File: config.mk
export PLATFORM = sky130hd
export DESIGN_NAME = binary_image_longest_runs_core
export DESIGN_NICKNAME = d
export VERILOG_FILES = /design/src/hdl/blr_pkg.sv /design/src/hdl/blr_pos.sv /design/src/hdl/blr_colmem.sv /design/src/hdl/blr_best.sv /design/src/hdl/binary_image_longest_runs_core.sv
export SDC_FILE = /design/constraint.sdc
export NUM_CORES = 1
export LEC_CHECK = 0
export BUFFER_PORTS_ARGS = -buffer_cell sky130_fd_sc_hd__buf_2
export CAP_MARGIN = 10
export CORE_UTILIZATION = 50
export CTS_CLUSTER_DIAMETER = 30
export DETAILED_ROUTE_END_ITERATION = 10
export PLACE_DENSITY = 0.77
export SLEW_MARGIN = 30
export SYNTH_ARGS = -nofsm -noshare
export SYNTH_HDL_FRONTEND = slang
export SYNTH_SLANG_ARGS = --single-unit
File: constraint.sdc
create_clock -name clk_i -period 25.5 [get_ports clk_i]
set_input_delay 3.825 -clock clk_i [delete_from_list [all_inputs] [get_ports clk_i]]
set_output_delay 3.825 -clock clk_i [all_outputs]
set_load 0.05 [all_outputs]
File: src/hdl/blr_pkg.sv
// Shared types, constants and helpers for the longest-run image core.
// No dependencies; imported by every module of the block.
package blr_pkg;

  localparam int MAX_DIM = 64;
  localparam int DIM_W   = $clog2(MAX_DIM);
  localparam int LEN_W   = $clog2(MAX_DIM + 1);
  localparam int CFG_W   = 7;
  localparam int IDX_W   = 1;

  // Register indexes of the configuration port
  localparam logic [IDX_W-1:0] REG_NUM_ROWS = 1'b0;
  localparam logic [IDX_W-1:0] REG_NUM_COLS = 1'b1;

  // One pixel with its position, as held in the input stage
  typedef struct packed {
    logic             pix;
    logic [DIM_W-1:0] col;
    logic [DIM_W-1:0] row;
    logic             row_end;
    logic             frame_end;
  } pix_item_t;

  // Column memory write port, from the run stage to the memory
  typedef struct packed {
    logic             en;
    logic [DIM_W-1:0] addr;
    logic [LEN_W-1:0] data;
    logic             frame_clr;
  } col_wr_t;

  // Zero counts as one, anything above the maximum as the maximum
  function automatic logic [LEN_W-1:0] eff_dim(input logic [CFG_W-1:0] v);
    logic [LEN_W-1:0] r;
    if (v == '0) begin
      r = LEN_W'(1);
    end else if (32'(v) > MAX_DIM) begin
      r = LEN_W'(MAX_DIM);
    end else begin
      r = LEN_W'(v);
    end
    return r;
  endfunction

endpackage

File: src/hdl/blr_pos.sv
// Configuration registers, raster position counters and the input stage.
// Depends on blr_pkg.
module blr_pos (
  input  logic                     clk_i,
  input  logic                     rst_ni,
  input  logic                     cfg_we_i,
  input  logic [blr_pkg::IDX_W-1:0] cfg_idx_i,
  input  logic [blr_pkg::CFG_W-1:0] cfg_wdata_i,
  input  logic                     in_valid_i,
  input  logic                     pixel_i,
  input  logic                     adv_i,
  output logic                     cfg_clr_o,
  output logic                     s1_valid_o,
  output blr_pkg::pix_item_t       s1_item_o
);
  import blr_pkg::*;

  logic [CFG_W-1:0] num_rows_q, num_cols_q;
  logic [DIM_W-1:0] col_pos_q, row_pos_q;
  logic             s1_valid_q;
  pix_item_t        s1_item_q;
  logic [LEN_W-1:0] rows_eff, cols_eff;
  logic             accept, row_end, frame_end;

  assign rows_eff  = eff_dim(num_rows_q);
  assign cols_eff  = eff_dim(num_cols_q);
  assign accept    = in_valid_i && adv_i;
  assign row_end   = (LEN_W'(col_pos_q) + LEN_W'(1)) == cols_eff;
  assign frame_end = row_end && ((LEN_W'(row_pos_q) + LEN_W'(1)) == rows_eff);

  // Any known register index restarts the frame
  always_comb begin
    cfg_clr_o = 1'b0;
    if (cfg_we_i) begin
      case (cfg_idx_i)
        REG_NUM_ROWS: cfg_clr_o = 1'b1;
        REG_NUM_COLS: cfg_clr_o = 1'b1;
        default:      cfg_clr_o = 1'b0;
      endcase
    end
  end

  // Configuration registers
  always_ff @(posedge clk_i or negedge rst_ni) begin
    if (!rst_ni) begin
      num_rows_q <= CFG_W'(MAX_DIM);
      num_cols_q <= CFG_W'(MAX_DIM);
    end else if (cfg_we_i) begin
      case (cfg_idx_i)
        REG_NUM_ROWS: num_rows_q <= cfg_wdata_i;
        REG_NUM_COLS: num_cols_q <= cfg_wdata_i;
        default: ;
      endcase
    end
  end

  // Raster position, advanced per accepted transaction
  always_ff @(posedge clk_i or negedge rst_ni) begin
    if (!rst_ni) begin
      col_pos_q <= '0;
      row_pos_q <= '0;
    end else if (cfg_clr_o) begin
      col_pos_q <= '0;
      row_pos_q <= '0;
    end else if (accept) begin
      if (row_end) begin
        col_pos_q <= '0;
        row_pos_q <= frame_end ? '0 : row_pos_q + DIM_W'(1);
      end else begin
        col_pos_q <= col_pos_q + DIM_W'(1);
      end
    end
  end

  // Input stage
  always_ff @(posedge clk_i or negedge rst_ni) begin
    if (!rst_ni) begin
      s1_valid_q <= 1'b0;
    end else if (adv_i) begin
      s1_valid_q <= accept;
    end
  end

  always_ff @(posedge clk_i) begin
    if (accept) begin
      s1_item_q.pix       <= pixel_i;
      s1_item_q.col       <= col_pos_q;
      s1_item_q.row       <= row_pos_q;
      s1_item_q.row_end   <= row_end;
      s1_item_q.frame_end <= frame_end;
    end
  end

  assign s1_valid_o = s1_valid_q;
  assign s1_item_o  = s1_item_q;

endmodule

File: src/hdl/blr_colmem.sv
// Per-column run counters: memory with registered read, valid bits and
// a write-to-read bypass. Depends on blr_pkg.
module blr_colmem (
  input  logic                      clk_i,
  input  logic                      rst_ni,
  input  logic                      adv_i,
  input  logic                      cfg_clr_i,
  input  logic                      s1_valid_i,
  input  blr_pkg::pix_item_t        s1_item_i,
  input  blr_pkg::col_wr_t          wr_i,
  output logic [blr_pkg::LEN_W-1:0] prev_o
);
  import blr_pkg::*;

  logic [LEN_W-1:0] mem [MAX_DIM];
  logic [MAX_DIM-1:0] vld_q;
  logic [LEN_W-1:0] rd_q, byp_data_q;
  logic             ok_q, byp_q;
  logic             clr_all, rd_en;

  assign clr_all = cfg_clr_i || (wr_i.en && wr_i.frame_clr);
  assign rd_en   = adv_i && s1_valid_i;

  // Array write and registered read
  always_ff @(posedge clk_i) begin
    if (wr_i.en) begin
      mem[wr_i.addr] <= wr_i.data;
    end
    if (rd_en) begin
      rd_q       <= mem[s1_item_i.col];
      byp_data_q <= wr_i.data;
    end
  end

  // Valid bits; a frame end or a configuration write clears every entry at once
  always_ff @(posedge clk_i or negedge rst_ni) begin
    if (!rst_ni) begin
      vld_q <= '0;
    end else if (clr_all) begin
      vld_q <= '0;
    end else if (wr_i.en) begin
      vld_q[wr_i.addr] <= 1'b1;
    end
  end

  // Read qualifiers: entry valid, or same column written this cycle
  always_ff @(posedge clk_i or negedge rst_ni) begin
    if (!rst_ni) begin
      ok_q  <= 1'b0;
      byp_q <= 1'b0;
    end else if (rd_en) begin
      ok_q  <= vld_q[s1_item_i.col] && !clr_all;
      byp_q <= wr_i.en && (wr_i.addr == s1_item_i.col) && !clr_all;
    end
  end

  assign prev_o = byp_q ? byp_data_q : (ok_q ? rd_q : '0);

endmodule

File: src/hdl/blr_best.sv
// Run stage: column and row run update, best-run tracking and the result
// register. Depends on blr_pkg.
module blr_best (
  input  logic                      clk_i,
  input  logic                      rst_ni,
  input  logic                      cfg_clr_i,
  input  logic                      s1_valid_i,
  input  blr_pkg::pix_item_t        s1_item_i,
  input  logic [blr_pkg::LEN_W-1:0] prev_i,
  input  logic                      out_stall_i,
  output logic                      adv_o,
  output blr_pkg::col_wr_t          wr_o,
  output logic                      out_valid_o,
  output logic [blr_pkg::LEN_W-1:0] vert_len_o,
  output logic [blr_pkg::DIM_W-1:0] vert_top_row_o,
  output logic [blr_pkg::DIM_W-1:0] vert_col_o,
  output logic [blr_pkg::LEN_W-1:0] horiz_len_o,
  output logic [blr_pkg::DIM_W-1:0] horiz_row_o,
  output logic [blr_pkg::DIM_W-1:0] horiz_left_col_o
);
  import blr_pkg::*;

  logic             s2_valid_q;
  pix_item_t        s2_q;
  logic [LEN_W-1:0] row_run_q, row_run_d, run;
  logic [LEN_W-1:0] bvl_q, bvl_d, bhl_q, bhl_d, h;
  logic [DIM_W-1:0] bvr_q, bvr_d, bvc_q, bvc_d, bhr_q, bhr_d, bhc_q, bhc_d;
  logic             vert_win, horiz_win, work, emit;
  logic             out_valid_q;
  logic [LEN_W-1:0] top_full, left_full;

  // Pipeline holds only when a result is due and the last one is stuck
  assign adv_o = !(s2_valid_q && s2_q.frame_end && out_valid_q && out_stall_i);
  assign work  = adv_o && s2_valid_q;
  assign emit  = work && s2_q.frame_end;

  always_ff @(posedge clk_i or negedge rst_ni) begin
    if (!rst_ni) begin
      s2_valid_q <= 1'b0;
    end else if (adv_o) begin
      s2_valid_q <= s1_valid_i;
    end
  end

  always_ff @(posedge clk_i) begin
    if (adv_o && s1_valid_i) begin
      s2_q <= s1_item_i;
    end
  end

  // Run lengths for this pixel
  assign h   = s2_q.pix ? prev_i + LEN_W'(1) : '0;
  assign run = s2_q.pix ? row_run_q + LEN_W'(1) : '0;

  // Vertical ties favor the higher column, then the lower end
  assign vert_win = s2_q.pix && ((h > bvl_q) || ((h == bvl_q) &&
                    ((s2_q.col > bvc_q) || ((s2_q.col == bvc_q) && (s2_q.row >= bvr_q)))));
  // Horizontal ties keep the first run
  assign horiz_win = s2_q.pix && (run > bhl_q);

  always_comb begin
    bvl_d = bvl_q;
    bvr_d = bvr_q;
    bvc_d = bvc_q;
    bhl_d = bhl_q;
    bhr_d = bhr_q;
    bhc_d = bhc_q;
    if (vert_win) begin
      bvl_d = h;
      bvr_d = s2_q.row;
      bvc_d = s2_q.col;
    end
    if (horiz_win) begin
      bhl_d = run;
      bhr_d = s2_q.row;
      bhc_d = s2_q.col;
    end
    row_run_d = s2_q.row_end ? '0 : run;
  end

  // Column counter write-back
  assign wr_o.en        = work;
  assign wr_o.addr      = s2_q.col;
  assign wr_o.data      = h;
  assign wr_o.frame_clr = s2_q.frame_end;

  // Best-run state, cleared at each frame end and on a configuration write
  always_ff @(posedge clk_i or negedge rst_ni) begin
    if (!rst_ni) begin
      row_run_q <= '0;
      bvl_q     <= '0;
      bvr_q     <= '0;
      bvc_q     <= '0;
      bhl_q     <= '0;
      bhr_q     <= '0;
      bhc_q     <= '0;
    end else if (cfg_clr_i || emit) begin
      row_run_q <= '0;
      bvl_q     <= '0;
      bvr_q     <= '0;
      bvc_q     <= '0;
      bhl_q     <= '0;
      bhr_q     <= '0;
      bhc_q     <= '0;
    end else if (work) begin
      row_run_q <= row_run_d;
      bvl_q     <= bvl_d;
      bvr_q     <= bvr_d;
      bvc_q     <= bvc_d;
      bhl_q     <= bhl_d;
      bhr_q     <= bhr_d;
      bhc_q     <= bhc_d;
    end
  end

  // Start coordinates from end coordinates
  assign top_full  = LEN_W'(bvr_d) + LEN_W'(1) - bvl_d;
  assign left_full = LEN_W'(bhc_d) + LEN_W'(1) - bhl_d;

  // Result register
  always_ff @(posedge clk_i or negedge rst_ni) begin
    if (!rst_ni) begin
      out_valid_q <= 1'b0;
    end else if (emit) begin
      out_valid_q <= 1'b1;
    end else if (!out_stall_i) begin
      out_valid_q <= 1'b0;
    end
  end

  always_ff @(posedge clk_i) begin
    if (emit) begin
      vert_len_o       <= bvl_d;
      vert_top_row_o   <= (bvl_d != '0) ? top_full[DIM_W-1:0] : '0;
      vert_col_o       <= (bvl_d != '0) ? bvc_d : '0;
      horiz_len_o      <= bhl_d;
      horiz_row_o      <= (bhl_d != '0) ? bhr_d : '0;
      horiz_left_col_o <= (bhl_d != '0) ? left_full[DIM_W-1:0] : '0;
    end
  end

  assign out_valid_o = out_valid_q;

endmodule

File: src/hdl/binary_image_longest_runs_core.sv
// Longest vertical and horizontal black runs of a raster-order binary image.
// The last pixel passes the input stage and run stage, then loads the result register.
// Throughput: one pixel per cycle unless stalled, set by the column counter memory port.
// Input stalls only while a frame result is due and the previous one waits.
// Reset (async, active low): sizes 64x64, counters and position cleared.
// Top level; depends on blr_pkg, blr_pos, blr_colmem and blr_best.
module binary_image_longest_runs_core (
  input  logic                      clk_i,
  input  logic                      rst_ni,
  input  logic                      cfg_we_i,
  input  logic [blr_pkg::IDX_W-1:0] cfg_idx_i,
  input  logic [blr_pkg::CFG_W-1:0] cfg_wdata_i,
  input  logic                      in_valid_i,
  output logic                      in_stall_o,
  input  logic                      pixel_i,
  output logic                      out_valid_o,
  input  logic                      out_stall_i,
  output logic [blr_pkg::LEN_W-1:0] vert_len_o,
  output logic [blr_pkg::DIM_W-1:0] vert_top_row_o,
  output logic [blr_pkg::DIM_W-1:0] vert_col_o,
  output logic [blr_pkg::LEN_W-1:0] horiz_len_o,
  output logic [blr_pkg::DIM_W-1:0] horiz_row_o,
  output logic [blr_pkg::DIM_W-1:0] horiz_left_col_o
);
  import blr_pkg::*;

  logic             adv, cfg_clr, s1_valid;
  pix_item_t        s1_item;
  col_wr_t          col_wr;
  logic [LEN_W-1:0] prev;

  assign in_stall_o = !adv;

  blr_pos u_pos (
    .clk_i       (clk_i),
    .rst_ni      (rst_ni),
    .cfg_we_i    (cfg_we_i),
    .cfg_idx_i   (cfg_idx_i),
    .cfg_wdata_i (cfg_wdata_i),
    .in_valid_i  (in_valid_i),
    .pixel_i     (pixel_i),
    .adv_i       (adv),
    .cfg_clr_o   (cfg_clr),
    .s1_valid_o  (s1_valid),
    .s1_item_o   (s1_item)
  );

  blr_colmem u_colmem (
    .clk_i      (clk_i),
    .rst_ni     (rst_ni),
    .adv_i      (adv),
    .cfg_clr_i  (cfg_clr),
    .s1_valid_i (s1_valid),
    .s1_item_i  (s1_item),
    .wr_i       (col_wr),
    .prev_o     (prev)
  );

  blr_best u_best (
    .clk_i            (clk_i),
    .rst_ni           (rst_ni),
    .cfg_clr_i        (cfg_clr),
    .s1_valid_i       (s1_valid),
    .s1_item_i        (s1_item),
    .prev_i           (prev),
    .out_stall_i      (out_stall_i),
    .adv_o            (adv),
    .wr_o             (col_wr),
    .out_valid_o      (out_valid_o),
    .vert_len_o       (vert_len_o),
    .vert_top_row_o   (vert_top_row_o),
    .vert_col_o       (vert_col_o),
    .horiz_len_o      (horiz_len_o),
    .horiz_row_o      (horiz_row_o),
    .horiz_left_col_o (horiz_left_col_o)
  );

`ifndef SYNTHESIS
  // Input back-pressure only comes from a blocked result
  a_stall_cause: assert property (@(posedge clk_i) disable iff (!rst_ni)
    in_stall_o |-> (out_valid_o && out_stall_i))
    else $error("input stalled without a blocked result");

  // Run lengths never exceed the largest image side
  a_len_range: assert property (@(posedge clk_i) disable iff (!rst_ni)
    out_valid_o |-> ((32'(vert_len_o) <= MAX_DIM) && (32'(horiz_len_o) <= MAX_DIM)))
    else $error("run length out of range");

  // A vertical run fits inside the image
  a_vert_fit: assert property (@(posedge clk_i) disable iff (!rst_ni)
    out_valid_o |-> ((32'(vert_top_row_o) + 32'(vert_len_o)) <= MAX_DIM))
    else $error("vertical run extends past the last row");

  // A horizontal run fits inside the image
  a_horiz_fit: assert property (@(posedge clk_i) disable iff (!rst_ni)
    out_valid_o |-> ((32'(horiz_left_col_o) + 32'(horiz_len_o)) <= MAX_DIM))
    else $error("horizontal run extends past the last column");
`endif

endmodule

# After elaboration in Yosys (flattened, before gate mapping)
# Memories as Yosys holds them, arrays and structs flattened. A register that Yosys moved wholly into a read port is not among the register bits.
# Cells that the tools add are included.
[op_classes] order_cmp=9 n_eq_ne=6 n_bitwise=2 muxes=47 reduce_logical=31 n_addsub=10
[op_table] op="$mux W64" n=2
[op_table] op="$mux W7" n=17
[op_table] op="$mux W6" n=19
[op_table] op="$or A64 B64 Y64" n=1
[op_table] op="$add A6 B1 Y6 const B" n=4
[op_table] op="$eq A7 B7 Y1" n=3
[op_table] op="$logic_and A1 B1 Y1" n=16
[op_table] op="$add A6 B1 Y7 const B" n=2
[op_table] op="$add A7 B1 Y7 const B" n=2
[op_table] op="$gt A7 B7 Y1" n=2
[op_table] op="$gt A7 B7 Y1 const B" n=2
[op_table] op="$logic_not A7 Y1" n=2
[op_table] op="$lt A6 B7 Y1 const B" n=2
[op_table] op="$reduce_bool A7 Y1" n=2
[op_table] op="$eq A6 B6 Y1" n=2
[op_table] op="$sub A6 B6 Y6" n=2
[op_table] op="$mux W1" n=7
[op_table] op="$bmux W1 S6" n=1
[op_table] op="$demux W1 S6" n=1
[op_table] op="$ge A6 B1 Y1 const B" n=1
[op_table] op="$ge A6 B6 Y1" n=1
[op_table] op="$gt A6 B6 Y1" n=1
[op_table] op="$reduce_and A2 Y1" n=3
[op_table] op="$reduce_bool A2 Y1" n=3
[op_table] op="other kinds (4)" n=7
[word_totals] mem_bits_rw=448 reg_bits=215 wordCells=140 n_memories=1 in_bits=14
[memory_table] name="u_colmem.mem" depth=64 width=7 rd=1 rd_ports_with_merged_regs=1 write_ports=1 line="blr_colmem.sv:15" rtl="logic [LEN_W-1:0] mem [MAX_DIM];"

# Depth between registers and ports, before layout
[depth] depth_word=11 depth_mapped=30 mapped_depth_nobuf=26

# Modules after synthesis
# Synthesis repeated with hierarchy kept, for this count alone.
[unflattened] cells_unflattened=1698 area_unflattened_um2=28285.9
[by_module_without_submodules] mod="blr_colmem" n_inst=1 area_per_inst_um2=20589.7 cells_each=1020
[by_module_without_submodules] mod="blr_best" n_inst=1 area_per_inst_um2=5495.3 cells_each=481
[by_module_without_submodules] mod="blr_pos" n_inst=1 area_per_inst_um2=2197.1 cells_each=196
[by_module_without_submodules] mod="binary_image_longest_runs_core" n_inst=1 area_per_inst_um2=3.8 cells_each=1

# Worst setup path after synthesis
# Ideal clock, no wire load.
[synth_path] path_kind="reg2reg" start="register u_colmem.ok_q" end="register u_best.vert_top_row_o[5] (netlist bit) (data pin)" required_time_ns=25.237 path_stages_with_launch=29 period_less_slack_ns=8.236 setup_ns=0.263 path_slack_ns=17.264 n_path_buf=4 arrival_ns=7.973 cell_sequence="dfrtp_1 -> buf_2 -> nand3b_1 -> and2_1 -> clkbuf_1 -> inv_1 -> ha_1 -> inv_1 -> a21oi_1 -> nor3b_1 -> ha_1 -> nand4_1 -> or2_2 -> nor4_1 -> o21a_1 -> nor3_1 -> clkbuf_1 -> clkbuf_1 -> o21ai_0 -> ha_1 -> inv_1 -> ha_1 -> fa_1 -> a21o_1 -> a21oi_1 -> xnor2_1 -> xor2_1 -> xnor2_1 -> o2bb2ai_1"
[synth_lines] element="start: declaration" line="blr_colmem.sv:18" rtl="logic ok_q, byp_q;"
[synth_lines] element="start signal: assignment" line="blr_colmem.sv:52" rtl="ok_q <= vld_q[s1_item_i.col] && !clr_all;"
[synth_lines] element="end signal: assignment" line="blr_best.sv:134" rtl="vert_top_row_o <= (bvl_d != '0) ? top_full[DIM_W-1:0] : '0;"
[synth_lines] element="end: declaration" line="blr_best.sv:15" rtl="output logic [blr_pkg::DIM_W-1:0] vert_top_row_o,"

# Final worst setup path
[layout_path] start="input port out_stall_i" end="output port in_stall_o"
[layout_via] elab_chain_cells=1
[layout_lines] element="start: declaration" line="binary_image_longest_runs_core.sv:17" rtl="input logic out_stall_i,"
[layout_lines] element="$logic_and A1 B1 Y1" line="blr_best.sv:33" rtl="assign adv_o = !(s2_valid_q && s2_q.frame_end && out_valid_q && out_stall_i);"
[layout_lines] element="end: declaration" line="binary_image_longest_runs_core.sv:14" rtl="output logic in_stall_o,"
# No other way between the ends.

==> flow_summary_export.csv <==
group,metric,value,unit
timing,finalSetupViolations,0,
route,drt-initial-drc-count,1721,
die,initial_utilization,0.510,
route,drc,0,
run,cap_violations,0,
setup_path,cp.required,21.67,ns
grt,grt.total_usage,0.240,
cts,postCtsSetupRepairBufs,0,
synth,ys_dominant_reg_cell,"edfxtp_1",
placed_design,portBuffers,53,
cts,clock_latency,0.66,ns
power,pwr-share-seq,0.408,
cts,cts_tree,"done",
setup_path,cp_max_fo,7,
setup_path,cpPeakStageDelay,0.26,ns
layout,areaGrowthSynthToFinish,17.9,%
grt,grt_pass1_wl,102000,um
route,wl_per_cell,24.9,um
cts,numCtsBuffers,113,
placed_design,placed_cell_area,29400,sq um
setup_path,critPathSlowestCell,"buf_2",
timing,skew,0.0327,ns
grt,grt_pass1_vias,17000,
layout,fin_cells,2661,
hold_path,hold_class,"reg -> reg",
grt,use_met1,0.314,
setup_path,crit_arrival,4.56,ns
cts,clk_pin_slew,0.05,ns
timing,post-route-period-util,0.329,
setup_path,worst_setup_path_start_kind,"input port",
cts,clk_path_buf_depth,3,
synth,synth_nets,1774,
timing,worst_slew_pin_slew,0.964,ns
synth,synth.avg_cell_area,16.6,sq um
placed_design,dp_cells,2445,
synth,netlist-cell-type-count,69,
placed_design,dp.final_hpwl,37300,um
route,dr.pass1.iters,8,
cts,cts_num_sinks,670,
timing,tns,0,ns
power,pwr-share-comb,0.075,
route,ant_nets,0,
synth,yosysSeqAreaShare,0.685,
timing,timing.fmax,119,MHz
power,power.density,89.7,nW/um^2
setup_path,worstPathCellList,"buf_2, nand4_1, inv_1, buf_2",
synth,synth_cells,1710,
synth,syn_area,28300,sq um
power,p_sw,0.000695,W
grt,grt_antenna_before_repair,0,
die,core_area,55500,sq um
timing,slew_headroom,0.357,
synth,async_flop_share,0.209,
die,ios,54,
setup_path,critical_path.most_common_cell,"buf_2",
grt,grt_util_met2,0.390,
die,die-area,57600,sq um
layout,fin_nets,1876,
die,rows,86,
grt,met3_usage,0.0511,
status,status,"complete, no violations",
power,p_clk_frac,0.518,
power,power.leakage,12.6,nW
die,die_w,240,um
timing,finalCriticalPeriod,8.38,ns
power,total_power,0.00300,W
placed_design,gp_congestion,0.858,
setup_path,cp_top_family,"buffers and inverters",
setup_path,crit_path_end_kind,"output pin",
timing,hold_viol_final,0,
synth,yosys_warnings,0,
route,totalWireLength,66400,um
synth,synth_seq_cells,670,
cts,cts_hold_repair.buffers,0,
cts,htreeDepth,3,
layout,drive_gt1_frac,0.257,
power,p_sw_frac,0.232,
power,p_int,0.00230,W
power,ir_drop,0.0556,mV
cts,root_buffer,"clkbuf_16",
grt,grt_max_degree,92,
setup_path,crit_buf_inv,3,
synth,synth-edff-count,530,
timing,report.final.slew_viol_count,0,
timing,rsz0062_at_grt,"no",
layout,final_area,33400,sq um
route,vias,16100,
grt,grt.overflow.total,0,
layout,final_util,0.602,
setup_path,path_class,"in -> out",
layout,antenna_cells,0,
route,vias_per_cell,6.06,
cts,cts_resized,0,
die,dieHeight,240,um
grt,top_usage_layer,"met2",
==> stage by stage <==
step,hold slack (ns),setup WS [ns]
finish,0.421,17.12
global route,0.428,17.04
CTS,0.424,17.10
detailed placement,0.411,17.11
global placement,0.400,17.13
floorplan,0.400,17.26
==> layer usage <==
layer	wire length, um	vias to the layer above	part of all wire
met1	25300	8318	0.38
met2	33100	810	0.50
met4	2370	0	0.036
li1	-	6831	-
met5	0	-	0
met3	5580	178	0.084
==> worst reg2reg max path: cells and delay by family (launching register included) <==
kind,cells,cell delay (ns)
AOI/OAI and AO/OA,7,1.59
xor gates and xnor gates,3,0.50
buffers and inverters,4,0.45
adders and majority gates,5,1.40
and+or+nand+nor,5,1.20
DFF,1,0.55
muxes,1,0.16
==> cell type report <==
type                    instances  area, sq um
repair buffers                 78          482
flip-flops and latches        670        19400
well taps                     748          936
fillers                      3883        22100
clock buffers                 147         3110
multi-input cells             894         8410
inverters                      55          209
clock inverters                69          858
==> synth_stat cells, types with 4 or more instances <==
master | number | area (sq um)
ha_1 | 48 | 601
buf_1 | 10 | 37.5
a21oi_1 | 28 | 140
nor4_1 | 8 | 50.1
xnor2_1 | 20 | 175
nor3b_1 | 5 | 37.5
a22oi_1 | 6 | 45.0
nor3_1 | 14 | 70.1
a211oi_1 | 11 | 82.6
a221oi_1 | 4 | 35.0
buf_2 | 21 | 105
o211ai_1 | 4 | 30.0
a31oi_1 | 4 | 25.0
a21o_1 | 9 | 67.6
nand2_1 | 52 | 195
nor2_1 | 253 | 950
and3_1 | 6 | 37.5
edfxtp_1 | 530 | 15900
mux2i_1 | 42 | 420
nand4_1 | 9 | 56.3
dfrtp_1 | 138 | 3450
nand3b_1 | 8 | 60.1
clkbuf_1 | 58 | 218
mux2_2 | 22 | 248
o21ba_2 | 11 | 110
and2_1 | 14 | 87.6
a22o_1 | 5 | 43.8
or3_1 | 6 | 37.5
nor2b_1 | 7 | 43.8
o21ai_0 | 24 | 120
nand3_1 | 29 | 145
nand2b_1 | 7 | 43.8
or2_2 | 8 | 50.1
o2bb2ai_1 | 7 | 61.3
mux4_2 | 164 | 3690
inv_1 | 53 | 199
xor2_1 | 17 | 149
==> cell families after synthesis <==
logic type,after synthesis,synth area share
muxes,229,0.154
and+or+nand+nor,440,0.0700
buffers and inverters,146,0.0208
AOI/OAI and AO/OA,137,0.0347
DFF,670,0.685
xor gates and xnor gates,38,0.0122
adders and majority gates,50,0.0226
==> power groups by stage <==
stage,combinational [W],sequential [W],clock [W]
global placement,0.000216,0.00124,0
floorplan,0.000148,0.00125,0
global route,0.000242,0.00122,0.00161
finish,0.000224,0.00122,0.00155
CTS,0.000225,0.00122,0.00157
detailed placement,0.000222,0.00124,0
==> final timing paths <==
kind / start / end / slack [ns] / cells after the start
worst min-delay path: u_pos.s1_item_o[3] / u_best.s2_q[3] / 0.42 / 0
max in group asynchronous: rst_ni / u_colmem.vld_q[13] / 21.00 / 2
worst max-delay path: out_stall_i / in_stall_o / 17.12 / 4
worst max register to register: u_colmem.byp_q / u_best.vert_top_row_o[5] / 19.39 / 25
min in group asynchronous: rst_ni / u_pos.num_rows_q[2] / 3.28 / 1
worst min register to register: u_pos.s1_item_o[3] / u_best.s2_q[3] / 0.42 / 0
==> cells in the final DEF (no fill, tap or decap), drive strengths merged, types with 24 or more instances in the layout <==
| master | count |
|---|---|
| mux4 | 164 |
| inv | 64 |
| buf | 77 |
| dfrtp | 138 |
| nand2 | 52 |
| nand3 | 29 |
| a21oi | 28 |
| ha | 48 |
| mux2i | 42 |
| clkbuf | 148 |
| o21ai | 24 |
| clkinv | 30 |
| edfxtp | 530 |
| nor2 | 253 |
==> flip-flops by register name, indices dropped and copies added (netlist names), 7 cells and up <==
signal / cells
u_colmem.rd_q: 7
u_pos.num_cols_q: 7
u_best.bvl_q: 7
u_colmem.byp_data_q: 7
u_best.wr_o: 7
u_pos.num_rows_q: 7
u_best.bhl_q: 7
u_pos.s1_item_o: 15
u_best.horiz_len_o: 7
u_best.vert_len_o: 7
u_colmem.mem: 448
u_colmem.vld_q: 64
u_best.row_run_q: 7
u_best.s2_q: 8
(Power assumes the default switching activity.)
